$ cat src/hdl/bli_pkg.sv
// ============================================================================
// bli_pkg: shared types and constants for the battery level indicator
// Configuration record, front-to-back queue entry, charge constants and the
// band color table.
// ============================================================================
package bli_pkg;

    localparam int VoltW     = 16;
    localparam int ChargeW   = 15;
    localparam int BandW     = 3;
    localparam int PctW      = 7;
    localparam int HystW     = 6;
    localparam int CfgAddrW  = 3;
    localparam int CfgDataW  = 16;
    // numerator of the curve before the Q8 scale: at most 100 * 65535
    localparam int NumW      = 23;
    // quotient is at most 25600, so it fits in ChargeW bits
    localparam int DivSteps  = ChargeW;
    localparam int DivCntW   = $clog2(DivSteps);

    localparam logic [ChargeW-1:0] FULL_Q8  = ChargeW'(25600);
    localparam logic [BandW-1:0]   TOP_BAND = BandW'(4);
    localparam logic [PctW-1:0]    PCT_MAX  = PctW'(100);

    // configuration register indexes
    localparam logic [CfgAddrW-1:0] REG_FULL_MV    = CfgAddrW'(0);
    localparam logic [CfgAddrW-1:0] REG_EMPTY_MV   = CfgAddrW'(1);
    localparam logic [CfgAddrW-1:0] REG_KNEE_MV    = CfgAddrW'(2);
    localparam logic [CfgAddrW-1:0] REG_KNEE_PCT   = CfgAddrW'(3);
    localparam logic [CfgAddrW-1:0] REG_BAND_WIDTH = CfgAddrW'(4);
    localparam logic [CfgAddrW-1:0] REG_HYST       = CfgAddrW'(5);

    typedef struct packed {
        logic [VoltW-1:0] full_mv;
        logic [VoltW-1:0] empty_mv;
        logic [VoltW-1:0] knee_mv;
        logic [PctW-1:0]  knee_pct;
        logic [PctW-1:0]  band_width;
        logic [HystW-1:0] hyst;
    } cfg_t;

    // how the back end produces the charge of one item
    typedef enum logic [1:0] {
        KIND_FULL,   // above full voltage
        KIND_ZERO,   // below empty voltage
        KIND_FIXED,  // flat upper segment, charge = num * 256
        KIND_DIV     // charge = num * 256 / den
    } kind_t;

    typedef struct packed {
        kind_t            kind;
        logic [NumW-1:0]  num;
        logic [VoltW-1:0] den;
    } seg_item_t;

    // band color as {red, green, blue}
    function automatic logic [23:0] band_color(input logic [BandW-1:0] band);
        logic [23:0] rgb;
        unique case (band)
            3'd0:    rgb = {8'd255, 8'd0,   8'd0};
            3'd1:    rgb = {8'd255, 8'd50,  8'd0};
            3'd2:    rgb = {8'd255, 8'd255, 8'd0};
            3'd3:    rgb = {8'd100, 8'd255, 8'd0};
            default: rgb = {8'd0,   8'd255, 8'd0};
        endcase
        return rgb;
    endfunction

endpackage

$ cat src/hdl/bli_front.sv
// ============================================================================
// bli_front: sample intake and segment classification
// Accepts a voltage item, picks the curve segment and forms the numerator and
// divisor of the charge, then hands the entry to the queue.
// ============================================================================
module bli_front (
    input  logic                     aclk,
    input  logic                     aresetn,
    input  bli_pkg::cfg_t            cfg,
    input  logic                     s_valid,
    output logic                     s_ready,
    input  logic [15:0]              s_voltage_mv,
    output logic                     push_valid,
    output bli_pkg::seg_item_t       push_item,
    input  logic                     push_ready
);
    import bli_pkg::*;

    typedef enum logic [1:0] {F_IDLE, F_MUL, F_PUSH} fstate_t;

    fstate_t          state_reg;
    logic [VoltW-1:0] volt_reg;
    kind_t            kind_reg;
    logic [NumW-1:0]  p1_reg;
    logic [NumW-1:0]  p2_reg;
    logic [VoltW-1:0] den_reg;

    logic [PctW-1:0]  kp;
    logic             above, below, upper, flat;
    logic [VoltW-1:0] sel_a, sel_b;
    kind_t            kind_next;
    logic [VoltW-1:0] den_next;
    logic [NumW-1:0]  p1_next, p2_next;

    // segment selection and products
    always_comb begin
        kp    = (cfg.knee_pct > PCT_MAX) ? PCT_MAX : cfg.knee_pct;
        above = volt_reg > cfg.full_mv;
        below = volt_reg < cfg.empty_mv;
        upper = volt_reg >= cfg.knee_mv;
        flat  = cfg.full_mv <= cfg.knee_mv;
        if (above) begin
            kind_next = KIND_FULL;
        end else if (below) begin
            kind_next = KIND_ZERO;
        end else if (upper && flat) begin
            kind_next = KIND_FIXED;
        end else begin
            kind_next = KIND_DIV;
        end
        if (upper) begin
            sel_a = flat ? VoltW'(1) : (cfg.full_mv - cfg.knee_mv);
            sel_b = flat ? '0 : (volt_reg - cfg.knee_mv);
            den_next = cfg.full_mv - cfg.knee_mv;
        end else begin
            sel_a = volt_reg - cfg.empty_mv;
            sel_b = '0;
            den_next = cfg.knee_mv - cfg.empty_mv;
        end
        p1_next = NumW'(kp) * NumW'(sel_a);
        p2_next = NumW'(sel_b) * NumW'(PCT_MAX - kp);
    end

    assign s_ready        = (state_reg == F_IDLE);
    assign push_valid     = (state_reg == F_PUSH);
    assign push_item.kind = kind_reg;
    assign push_item.num  = p1_reg + p2_reg;
    assign push_item.den  = den_reg;

    always_ff @(posedge aclk) begin
        if (!aresetn) begin
            state_reg <= F_IDLE;
        end else begin
            unique case (state_reg)
                F_IDLE: begin
                    if (s_valid) begin
                        volt_reg  <= s_voltage_mv;
                        state_reg <= F_MUL;
                    end
                end
                F_MUL: begin
                    kind_reg  <= kind_next;
                    p1_reg    <= p1_next;
                    p2_reg    <= p2_next;
                    den_reg   <= den_next;
                    state_reg <= F_PUSH;
                end
                F_PUSH: begin
                    if (push_ready) begin
                        state_reg <= F_IDLE;
                    end
                end
                default: state_reg <= F_IDLE;
            endcase
        end
    end

endmodule

$ cat src/hdl/bli_fifo.sv
// ============================================================================
// bli_fifo: two-entry queue between front and back
// Holds classified items so intake and division stall independently.
// ============================================================================
module bli_fifo (
    input  logic                aclk,
    input  logic                aresetn,
    input  logic                push_valid,
    input  bli_pkg::seg_item_t  push_item,
    output logic                push_ready,
    output logic                pop_valid,
    output bli_pkg::seg_item_t  pop_item,
    input  logic                pop_ready
);
    import bli_pkg::*;

    seg_item_t  entry_reg [2];
    logic       wr_ptr_reg;
    logic       rd_ptr_reg;
    logic [1:0] count_reg;
    logic       do_push, do_pop;

    assign push_ready = (count_reg != 2'd2);
    assign pop_valid  = (count_reg != 2'd0);
    assign pop_item   = entry_reg[rd_ptr_reg];
    assign do_push    = push_valid && push_ready;
    assign do_pop     = pop_valid && pop_ready;

    // storage
    always_ff @(posedge aclk) begin
        if (do_push) begin
            entry_reg[wr_ptr_reg] <= push_item;
        end
    end

    // pointers and fill level
    always_ff @(posedge aclk) begin
        if (!aresetn) begin
            wr_ptr_reg <= 1'b0;
            rd_ptr_reg <= 1'b0;
            count_reg  <= 2'd0;
        end else begin
            if (do_push) wr_ptr_reg <= ~wr_ptr_reg;
            if (do_pop)  rd_ptr_reg <= ~rd_ptr_reg;
            if (do_push && !do_pop) begin
                count_reg <= count_reg + 2'd1;
            end else if (do_pop && !do_push) begin
                count_reg <= count_reg - 2'd1;
            end
        end
    end

endmodule

$ cat src/hdl/bli_back.sv
// ============================================================================
// bli_back: charge division, band quantizer with hysteresis, result register
// Restoring divider, one quotient bit per cycle, then band decision and the
// output register of the result channel.
// ============================================================================
module bli_back (
    input  logic                aclk,
    input  logic                aresetn,
    input  bli_pkg::cfg_t       cfg,
    input  logic                pop_valid,
    input  bli_pkg::seg_item_t  pop_item,
    output logic                pop_ready,
    output logic                m_valid,
    input  logic                m_ready,
    output logic [2:0]          m_band_index,
    output logic [14:0]         m_charge_q8,
    output logic [7:0]          m_red_level,
    output logic [7:0]          m_green_level,
    output logic [7:0]          m_blue_level
);
    import bli_pkg::*;

    typedef enum logic [1:0] {B_IDLE, B_DIV, B_RAW, B_DONE} bstate_t;

    bstate_t            state_reg;
    logic [VoltW-1:0]   rem_reg;
    logic [ChargeW-1:0] shift_reg;
    logic [VoltW-1:0]   den_reg;
    logic [DivCntW-1:0] cnt_reg;
    logic [ChargeW-1:0] charge_reg;
    logic [BandW-1:0]   raw_reg;
    logic [BandW-1:0]   band_reg;
    logic               seen_reg;
    logic               m_valid_reg;
    logic [BandW-1:0]   m_band_reg;
    logic [ChargeW-1:0] m_charge_reg;
    logic [23:0]        m_rgb_reg;

    logic [VoltW:0]     trial;
    logic [VoltW:0]     diff;
    logic               ge;
    logic [BandW-1:0]   raw_next;
    logic [BandW-1:0]   band_next;
    logic [9:0]         edge_k;
    logic [9:0]         cur_w;
    logic [9:0]         up_thr;
    logic signed [10:0] down_thr;
    logic               out_free;

    // one restoring division step
    always_comb begin
        trial = {rem_reg, shift_reg[ChargeW-1]};
        diff  = trial - {1'b0, den_reg};
        ge    = trial >= {1'b0, den_reg};
    end

    // raw band: count of band edges at or below the charge
    always_comb begin
        raw_next = '0;
        for (int k = 1; k <= 4; k++) begin
            edge_k = 10'(k) * 10'(cfg.band_width);
            if ({2'd0, charge_reg} >= {edge_k[8:0], 8'd0}) begin
                raw_next = raw_next + BandW'(1);
            end
        end
    end

    // hysteresis decision
    always_comb begin
        cur_w    = 10'(band_reg) * 10'(cfg.band_width);
        up_thr   = 10'(raw_reg) * 10'(cfg.band_width) + 10'(cfg.hyst);
        down_thr = $signed({1'b0, cur_w}) - $signed({5'd0, cfg.hyst});
        band_next = band_reg;
        if (!seen_reg) begin
            band_next = raw_reg;
        end else if (raw_reg < band_reg) begin
            if (!down_thr[10] && ({3'd0, charge_reg} <= {down_thr[9:0], 8'd0})) begin
                band_next = raw_reg;
            end
        end else if (raw_reg > band_reg) begin
            if ({3'd0, charge_reg} >= {up_thr, 8'd0}) begin
                band_next = raw_reg;
            end
        end
    end

    assign out_free      = !m_valid_reg || m_ready;
    assign pop_ready     = (state_reg == B_IDLE);
    assign m_valid       = m_valid_reg;
    assign m_band_index  = m_band_reg;
    assign m_charge_q8   = m_charge_reg;
    assign m_red_level   = m_rgb_reg[23:16];
    assign m_green_level = m_rgb_reg[15:8];
    assign m_blue_level  = m_rgb_reg[7:0];

    always_ff @(posedge aclk) begin
        if (!aresetn) begin
            state_reg   <= B_IDLE;
            band_reg    <= '0;
            seen_reg    <= 1'b0;
            m_valid_reg <= 1'b0;
        end else begin
            // result taken and nothing new loaded this cycle
            if (m_valid_reg && m_ready && state_reg != B_DONE) begin
                m_valid_reg <= 1'b0;
            end
            unique case (state_reg)
                B_IDLE: begin
                    if (pop_valid) begin
                        unique case (pop_item.kind)
                            KIND_DIV: begin
                                rem_reg   <= pop_item.num[NumW-1:NumW-VoltW];
                                shift_reg <= {pop_item.num[NumW-VoltW-1:0], 8'd0};
                                den_reg   <= pop_item.den;
                                cnt_reg   <= '0;
                                state_reg <= B_DIV;
                            end
                            KIND_FULL: begin
                                charge_reg <= FULL_Q8;
                                state_reg  <= B_RAW;
                            end
                            KIND_ZERO: begin
                                charge_reg <= '0;
                                state_reg  <= B_RAW;
                            end
                            default: begin
                                charge_reg <= {pop_item.num[PctW-1:0], 8'd0};
                                state_reg  <= B_RAW;
                            end
                        endcase
                    end
                end
                B_DIV: begin
                    rem_reg   <= ge ? diff[VoltW-1:0] : trial[VoltW-1:0];
                    shift_reg <= {shift_reg[ChargeW-2:0], ge};
                    cnt_reg   <= cnt_reg + DivCntW'(1);
                    if (cnt_reg == DivCntW'(DivSteps - 1)) begin
                        charge_reg <= {shift_reg[ChargeW-2:0], ge};
                        state_reg  <= B_RAW;
                    end
                end
                B_RAW: begin
                    raw_reg   <= raw_next;
                    state_reg <= B_DONE;
                end
                B_DONE: begin
                    if (out_free) begin
                        band_reg     <= band_next;
                        seen_reg     <= 1'b1;
                        m_band_reg   <= band_next;
                        m_charge_reg <= charge_reg;
                        m_rgb_reg    <= band_color(band_next);
                        m_valid_reg  <= 1'b1;
                        state_reg    <= B_IDLE;
                    end
                end
                default: state_reg <= B_IDLE;
            endcase
        end
    end

endmodule

$ cat src/hdl/battery_level_indicator_core.sv
// ============================================================================
// battery_level_indicator_core: battery gauge with hysteresis band quantizer
// Maps a voltage sample to a Q7.8 charge on a two-segment curve, quantizes it
// into five color bands with hysteresis and returns band, charge and color.
//
//   channel  | ports                                  | handshake
//   ---------+----------------------------------------+-----------------
//   input    | s_voltage_mv                           | s_valid/s_ready
//   result   | m_band_index m_charge_q8 m_*_level     | m_valid/m_ready
//   config   | cfg_addr cfg_wdata                     | cfg_we, no wait
//
// An item passes the front's idle, multiply and push states, then the back's
// idle, divide, raw-band and result states; the restoring divider (one quotient
// bit per cycle, 15 steps) bounds the sustained rate on interpolated segments.
// A two-entry queue sits between front and back, and the result register
// lets the back start the next item once its result is loaded.
// Reset (aresetn, synchronous) clears the band, the first-sample flag and
// restores the configuration defaults.
// ============================================================================
module battery_level_indicator_core (
    input  logic                         aclk,
    input  logic                         aresetn,
    input  logic                         cfg_we,
    input  logic [bli_pkg::CfgAddrW-1:0] cfg_addr,
    input  logic [bli_pkg::CfgDataW-1:0] cfg_wdata,
    input  logic                         s_valid,
    output logic                         s_ready,
    input  logic [15:0]                  s_voltage_mv,
    output logic                         m_valid,
    input  logic                         m_ready,
    output logic [2:0]                   m_band_index,
    output logic [14:0]                  m_charge_q8,
    output logic [7:0]                   m_red_level,
    output logic [7:0]                   m_green_level,
    output logic [7:0]                   m_blue_level
);
    import bli_pkg::*;

    cfg_t      cfg_reg;
    logic      push_valid, push_ready;
    seg_item_t push_item;
    logic      pop_valid, pop_ready;
    seg_item_t pop_item;

    // configuration registers
    always_ff @(posedge aclk) begin
        if (!aresetn) begin
            cfg_reg.full_mv    <= VoltW'(8250);
            cfg_reg.empty_mv   <= VoltW'(5800);
            cfg_reg.knee_mv    <= VoltW'(7200);
            cfg_reg.knee_pct   <= PctW'(15);
            cfg_reg.band_width <= PctW'(20);
            cfg_reg.hyst       <= HystW'(5);
        end else if (cfg_we) begin
            case (cfg_addr)
                REG_FULL_MV:    cfg_reg.full_mv    <= cfg_wdata;
                REG_EMPTY_MV:   cfg_reg.empty_mv   <= cfg_wdata;
                REG_KNEE_MV:    cfg_reg.knee_mv    <= cfg_wdata;
                REG_KNEE_PCT:   cfg_reg.knee_pct   <= cfg_wdata[PctW-1:0];
                REG_BAND_WIDTH: cfg_reg.band_width <= cfg_wdata[PctW-1:0];
                REG_HYST:       cfg_reg.hyst       <= cfg_wdata[HystW-1:0];
                default: ;
            endcase
        end
    end

    bli_front u_front (
        .aclk         (aclk),
        .aresetn      (aresetn),
        .cfg          (cfg_reg),
        .s_valid      (s_valid),
        .s_ready      (s_ready),
        .s_voltage_mv (s_voltage_mv),
        .push_valid   (push_valid),
        .push_item    (push_item),
        .push_ready   (push_ready)
    );

    bli_fifo u_fifo (
        .aclk       (aclk),
        .aresetn    (aresetn),
        .push_valid (push_valid),
        .push_item  (push_item),
        .push_ready (push_ready),
        .pop_valid  (pop_valid),
        .pop_item   (pop_item),
        .pop_ready  (pop_ready)
    );

    bli_back u_back (
        .aclk          (aclk),
        .aresetn       (aresetn),
        .cfg           (cfg_reg),
        .pop_valid     (pop_valid),
        .pop_item      (pop_item),
        .pop_ready     (pop_ready),
        .m_valid       (m_valid),
        .m_ready       (m_ready),
        .m_band_index  (m_band_index),
        .m_charge_q8   (m_charge_q8),
        .m_red_level   (m_red_level),
        .m_green_level (m_green_level),
        .m_blue_level  (m_blue_level)
    );

endmodule
$ cat config.mk
export PLATFORM = sky130hd
export DESIGN_NAME = battery_level_indicator_core
export DESIGN_NICKNAME = d
export VERILOG_FILES = /design/src/hdl/bli_pkg.sv /design/src/hdl/bli_front.sv /design/src/hdl/bli_fifo.sv /design/src/hdl/bli_back.sv /design/src/hdl/battery_level_indicator_core.sv
export SDC_FILE = /design/constraint.sdc
export NUM_CORES = 1
export LEC_CHECK = 0
export BUFFER_PORTS_ARGS = -buffer_cell sky130_fd_sc_hd__buf_2
export CAP_MARGIN = 20
export CORE_MARGIN = 4
export CORE_UTILIZATION = 50
export CTS_BUF_LIST = sky130_fd_sc_hd__clkbuf_16
export CTS_CLUSTER_SIZE = 20
export DETAILED_ROUTE_END_ITERATION = 12
export PLACE_DENSITY_LB_ADDON = 0.08
export SYNTH_ARGS = -nofsm -noshare
export SYNTH_HDL_FRONTEND = slang
export SYNTH_SLANG_ARGS = --single-unit
$ cat constraint.sdc
create_clock -name aclk -period 7.3 [get_ports aclk]
set_input_delay 1.095 -clock aclk [delete_from_list [all_inputs] [get_ports aclk]]
set_output_delay 1.095 -clock aclk [all_outputs]
set_load 0.05 [all_outputs]
; ---- Word-level counts from Yosys, hierarchy flattened
; Memory sizes are Yosys's and may differ from the RTL's. A register that Yosys moved wholly into a read port is not among the register bits.
; Cells that the tools add are included.
; Widths: inputs -> output; s select.
[word_totals]
out_inout_bits = 44
regBits = 272
mem_count = 1
ram_bits = 82
in_bits = 40
elab_cells = 178
[memory_table]
columns = memory, words, word_bits, rd, rd_clocked_by_memory_dff, write_ports, line_no
row1 = u_fifo.entry_reg, 2, 41, 1, 1, 1, bli_fifo.sv:17  ; seg_item_t entry_reg [2];
[op_classes]
n_bitwise = 2
n_eq_ne = 25
mul = 5
reduce_logical = 38
n_lt_le_gt_ge = 14
addsub = 15
n_mux = 49
[op_table]
columns = op, n
row1 = $mux 16, 8
row2 = $pmux 24 s4, 1
row3 = $sub 16x16->16, 5
row4 = $mux 15, 4
row5 = $pmux 15 s2, 2
row6 = $pmux 15 s3, 1
row7 = $ge 15x17->1, 2
row8 = $pmux 16 s2, 1
row9 = $mux 3, 8
row10 = $add 23x23->23, 1
row11 = $mul 16x23->23, 1
row12 = $mul 7x16->23, 1
row13 = $mul 3x7->10, 2
row14 = $reduce_and 2->1, 10
row15 = $ge 15x18->1, 1
row16 = $le 15x18->1, 1
row17 = $ge 17x16->1, 1
row18 = $ge 15x16->1, 1
row19 = $ge 16x16->1, 1
row20 = $gt 16x16->1, 1
row21 = $le 16x16->1, 1
row22 = $lt 16x16->1, 1
row23 = $mux 2, 8
row24 = $ge 15x15->1, 1
row25 = other kinds (37), 84

; ---- Depth between registers and ports, before layout
[logic_depth]
word_depth = 9
mapped_depth = 37
mapped_depth_nobuf = 35

; ---- Cells and area by module
; A second synthesis with hierarchy kept.
[hier_totals]
hier_cells = 2839
area_unflattened_um2 = 28239.6
[by_module_without_submodules]
columns = mod, n_inst, seq_area_each_um2, area_per_inst_um2, cells_each
row1 = bli_front, 1, 2442.3, 14497.7, 1637
row2 = bli_back, 1, 2872.8, 7853.8, 787
row3 = bli_fifo, 1, 2562.5, 3191.8, 152
row4 = battery_level_indicator_core, 1, 1361.3, 2696.3, 263

; ---- Least setup slack after synthesis
; OpenSTA, ideal clock, no wires.
[synth_timing]
kind = register -> register
from = reg cfg_reg[21] (netlist name)
to = reg u_front.p2_reg[21] (data pin)
t_arrival_ns = 7.593
path_slack_ns = -0.558
synth_period_minus_slack_ns = 7.858
path_buffers = 2
stages_incl_launch_ff = 34
path_cell_list = dfxtp_1 -> inv_1 -> fa_1 -> a21o_1 -> a21oi_2 -> o221ai_1 -> a221o_1 -> nand2b_1 -> a31o_2 -> a211oi_2 -> buf_2 -> buf_2 -> nand2_1 -> nor2_1 -> fa_1 -> inv_1 -> fa_1 -> inv_1 -> fa_1 -> inv_1 -> fa_1 -> inv_1 -> fa_1 -> inv_1 -> fa_1 -> inv_1 -> ha_1 -> and3_1 -> a31oi_1 -> a31oi_1 -> a41o_1 -> nor2_1 -> a22oi_1 -> xor2_1
[synth_between]
elab_chain_cells = 4
[synth_lines]
columns = item, line_no
row1 = start: declaration, battery_level_indicator_core.sv:39  ; cfg_t cfg_reg;
row2 = $sub 16x16->16 or $le 16x16->1 (tied branches), "bli_front.sv:53, bli_front.sv:41"
row3 = $mux 16, bli_front.sv:53  ; sel_b = flat ? '0 : (volt_reg - cfg.knee_mv);
row4 = $mux 16 (*), bli_front.sv:51  ; if (upper) begin
row5 = $mul 16x23->23 (*), bli_front.sv:61  ; p2_next = NumW'(sel_b) * NumW'(PCT_MAX - kp);
row6 = via u_front.p2_next[21], bli_front.sv:33  ; logic [NumW-1:0] p1_next, p2_next;
row7 = end signal: assignment, bli_front.sv:84  ; p2_reg <= p2_next;
row8 = end: declaration, bli_front.sv:25  ; logic [NumW-1:0] p2_reg;
; The timed path passes the listed nets; every way through them passes the cells marked *.
; A chain may end at the register's enable or synchronous reset.

; ---- Worst setup path in the final report
[layout_timing]
from = reg cfg_reg[20] (netlist name)
to = reg u_front.p2_reg[19] (data pin)
; Same word-level chain as after synthesis.

==> flow_results.org <==
** Route
- After the first detailed-routing iteration, the DRC count stood at 1210.
- Dividing the detail-routed via count by the number of cells gives roughly 5.4.
- Once detail routing completed, the nets flagged for antenna violations numbered 0.
- Mean routed wirelength per cell :: 19.1 um
- DRC violation count after routing :: 0
- Number of detailed-routing iterations run before antenna repair :: 5
- Total number of vias :: 22300
- Final routed wirelength across all metal layers :: approximately 80 mm

** Worst setup path
- Of all nets on the critical path, the largest fanout is 7.
- Slowest CP cell :: fa_1
- The critical path starts at cfg_reg[20]$_SDFFE_PN0P_.
- Req. time, crit path :: between 7 and 8 ns
- The worst setup path is of the reg -> reg kind.
- Critical Path Sink Type :: flop
- The cell that appears most often on the critical path is fa_1.
- The startpoint identified for the worst register-to-register timing path is cfg_reg[20]$_SDFFE_PN0P_.
- CP startpoint kind :: flop
- For this run, the slowest stage of the critical path takes 0.54 ns.
- Worst endpoint data arrival time :: ~7.8 ns

** Clock tree
- Buffers inserted to repair hold after CTS numbered 0.
- The number of clock buffers added by TritonCTS is 41.
- In this run the number of H-tree levels came out at 2.
- Clock root cell :: clkbuf_16
- Clock-pin slew was measured on the worst setup and hold paths at ~0.060 ns.
- TritonCTS built the clock tree.
- The clock net in this run drives a total of approximately 340 sinks.
- Source-to-sink clock delay at the later pin of the worst-skew pair :: 0.60 ns
- Counting along the longest clock path gives a buffer depth of 3.

** Global route
- Pin count of the biggest net entering global routing :: 67
- Gr ovfl total :: 0
- The number of antenna violations at the first check in global routing was 1.
- The number of global-route vias before repair came to approximately 23000.
- Aggregate global-route resource usage :: between 20% and 30%
- First-pass GRT wire length :: between 100 and 150 mm

** Logic synthesis
- After synthesis, flip-flops and latches occupy a little under a third of the total area.
- The number of different library cells used by synthesis comes to 88.
- The average instance in the mapped netlist occupies 9.95 um^2.
- Among all flip-flop cells after synthesis, the most frequent one is edfxtp_1.
- Cell Area, Synth :: roughly 29000 um^2
- Counting flops with an async set or reset pin after synthesis yields a share of 0%.
- Synthesis inferred around 340 register bits.
- Counting every instance in the synthesized netlist gives approximately 3000.
- Number of enable flip-flop cells after synthesis :: ~250
- Number of warnings printed during yosys synthesis :: 0

** STA
- Worst max-slew margin expressed relative to the limit :: between 30% and 40%
- Setup repair after global routing could not meet its margin everywhere.
- Hold timing on the final database bottoms out at a slack of between 0.4 and 0.5 ns.
- Final clock skew :: approximately 0.032 ns
- Transition at the pin with the smallest max-transition slack :: about 1 ns
- Final critical-path setup slack :: -0.194 ns
- The final hold violation count is 0.
- Dividing the final minimum period by the clock period gives 103%.
- Setup violations remaining at the end of the flow were counted as 8.
- The count of final max-slew check failures came to 0.
- Achievable clock frequency :: 0.133 GHz
- Post-layout minimum cycle time :: 7.49 ns

** Floorplanning
- between 80 and 90 I/O pins were placed.
- After floorplanning, the core was sized to cover 58000 um^2.
- For this configuration, the core starts out at a cell density of between 50% and 60%.
- Std cell rows :: 88
- The die is between 200 and 300 um tall.
- Die outline area :: around 63000 um^2
- Die X-Extent :: around 250 um

** Hold path
- The min-delay analysis places its worst path in the category reg -> reg.
- The startpoint identified for the worst hold timing path is u_back.charge_reg[4]$_SDFFCE_PN0P_.

** Power
- For this design the ratio of total power to cell area is 508 nW/um^2.
- Overall power after layout :: 17700 uW
- Leakage component of the power :: 0.0156 uW
- Peak supply drop :: ~1.3 mV

** Finish
- The register with the most flip-flops in the layout has between 80 and 90 of them.
- In the final layout, the share of cells above drive strength 1 is between 10% and 20%.
- The repair_antennas step left the layout with diodes totalling 0.
- Area added between synthesis and finish :: 18.4%
- Fill cells in the final layout number about 4900.
- Final instance area :: roughly 35000 um^2
- Final #Nets :: approximately 3900

** Placed design
- Once placement finished, the instance area stood at approximately 33000 um^2.
- Prior to clock tree synthesis, the placed netlist has a worst setup slack of -0.402 ns.
- Port buffer count :: 75
- Final Wtd Congestion :: 0.920
- Summed over all nets, the half-perimeter wirelength after detailed placement is ~63 mm.

** Status
- Run status :: finished with violations
- Violated checks :: negative setup slack

** Run
- Maximum Capacitance Violations :: 0
[worst max-delay path, delay by kind of cell, from the launching register on]
family / cells / cell delay, ns
DFF: 1 / 0.38
xor gates and xnor gates: 1 / 0.12
and+or+nand+nor: 5 / 0.48
buffers and inverters: 11 / 0.85
AOI/OAI and AO/OA: 9 / 1.61
adders and majority gates: 9 / 3.78
[per-layer routing]
metal	GRT usage, %	up-vias	share of wire, %
met1	33.0	11000	43
met3	3.06	115	4.2
met2	43.8	436	50
met4	7.02	0	2.7
met5	0	-	0
li1	-	10800	-
[layout by cell type, fill, tap and decap left out, drive strengths merged, types with 49 or more instances in the layout]
cell,n
conb,50
nand3,49
nor2,177
o21ai,71
xnor2,105
nor3,58
dfxtp,82
nand2,320
buf,359
xor2,54
fa,241
edfxtp,253
inv,401
a21o,59
a21oi,141
nor2b,59
ha,305
and2,57
[layout make-up]
type / count / area (um^2) / share of cell area, %
multi-input combinational: 2188 / 19300 / 55.4
sequential: 335 / 9250 / 26.5
timing repair buffer: 359 / 2580 / 7.40
inverter: 392 / 1470 / 4.22
clock buffer: 41 / 1030 / 2.94
tap: 765 / 957 / 2.75
clock inverter: 35 / 264 / 0.757
[metrics by stage]
step                      util [%]  setup TNS, ns  std cells
final                         60.1         -0.906       4115
after global routing          60.1          -3.80       4115
after CTS                     59.0          -1.27       4106
after detailed placement      56.2          -1.73       4010
after global placement        56.2         -0.800       4010
after floorplan                  -              0       3009
[cells in the mapped netlist, types with 54 or more instances]
| master | number | share of area [%] |
|---|---|---|
| inv_1 | 392 | 5.0 |
| nand2_1 | 320 | 4.1 |
| ha_1 | 305 | 13 |
| edfxtp_1 | 253 | 26 |
| fa_1 | 241 | 16 |
| nor2_1 | 177 | 2.3 |
| a21oi_1 | 137 | 2.3 |
| xnor2_1 | 105 | 3.1 |
| dfxtp_1 | 82 | 5.6 |
| nor2b_1 | 59 | 1.3 |
| a21o_1 | 58 | 1.5 |
| nor3_1 | 58 | 0.99 |
| o21ai_0 | 57 | 0.97 |
| and2_1 | 55 | 1.2 |
| clkbuf_1 | 55 | 0.70 |
| xor2_1 | 54 | 1.6 |
[kinds of logic after synthesis]
| logic type | synth area share, % |
|---|---|
| simple gates | 13.2 |
| fa+ha+maj | 29.3 |
| mux | 2.67 |
| compound gates | 12.2 |
| flops | 31.4 |
| xor+xnor | 4.73 |
| other cells | 0.0255 |
| buf+inv | 6.50 |
[worst paths after layout]
check                               endpoint  slack, ns  cells after the start
max             u_front.p2_reg[19]$_DFFE_PP_      -0.19                     35
min          u_back.m_charge_q8[4]$_DFFE_PP_       0.44                      0
max reg2reg     u_front.p2_reg[19]$_DFFE_PP_      -0.19                     35
min reg2reg  u_back.m_charge_q8[4]$_DFFE_PP_       0.44                      0
[repair_timing]
item                       CTS  global route
gates cloned                 0             0
gates resized for setup     44           103
setup endpoints to repair   13            21
setup buffers               20             9
hold endpoints to repair     0             0
pin swaps                   43            53
[power by group]
| part | total, uW | switching (uW) | leakage [uW] | internal (uW) |
|---|---|---|---|---|
| Clock | 1960 | 852 | 0.000654 | 1100 |
| Combinational | 12800 | 6540 | 0.0119 | 6240 |
| Sequential | 2980 | 156 | 0.00297 | 2820 |
| Total | 17700 | 7550 | 0.0156 | 10200 |
(Power assumes the default switching activity.)
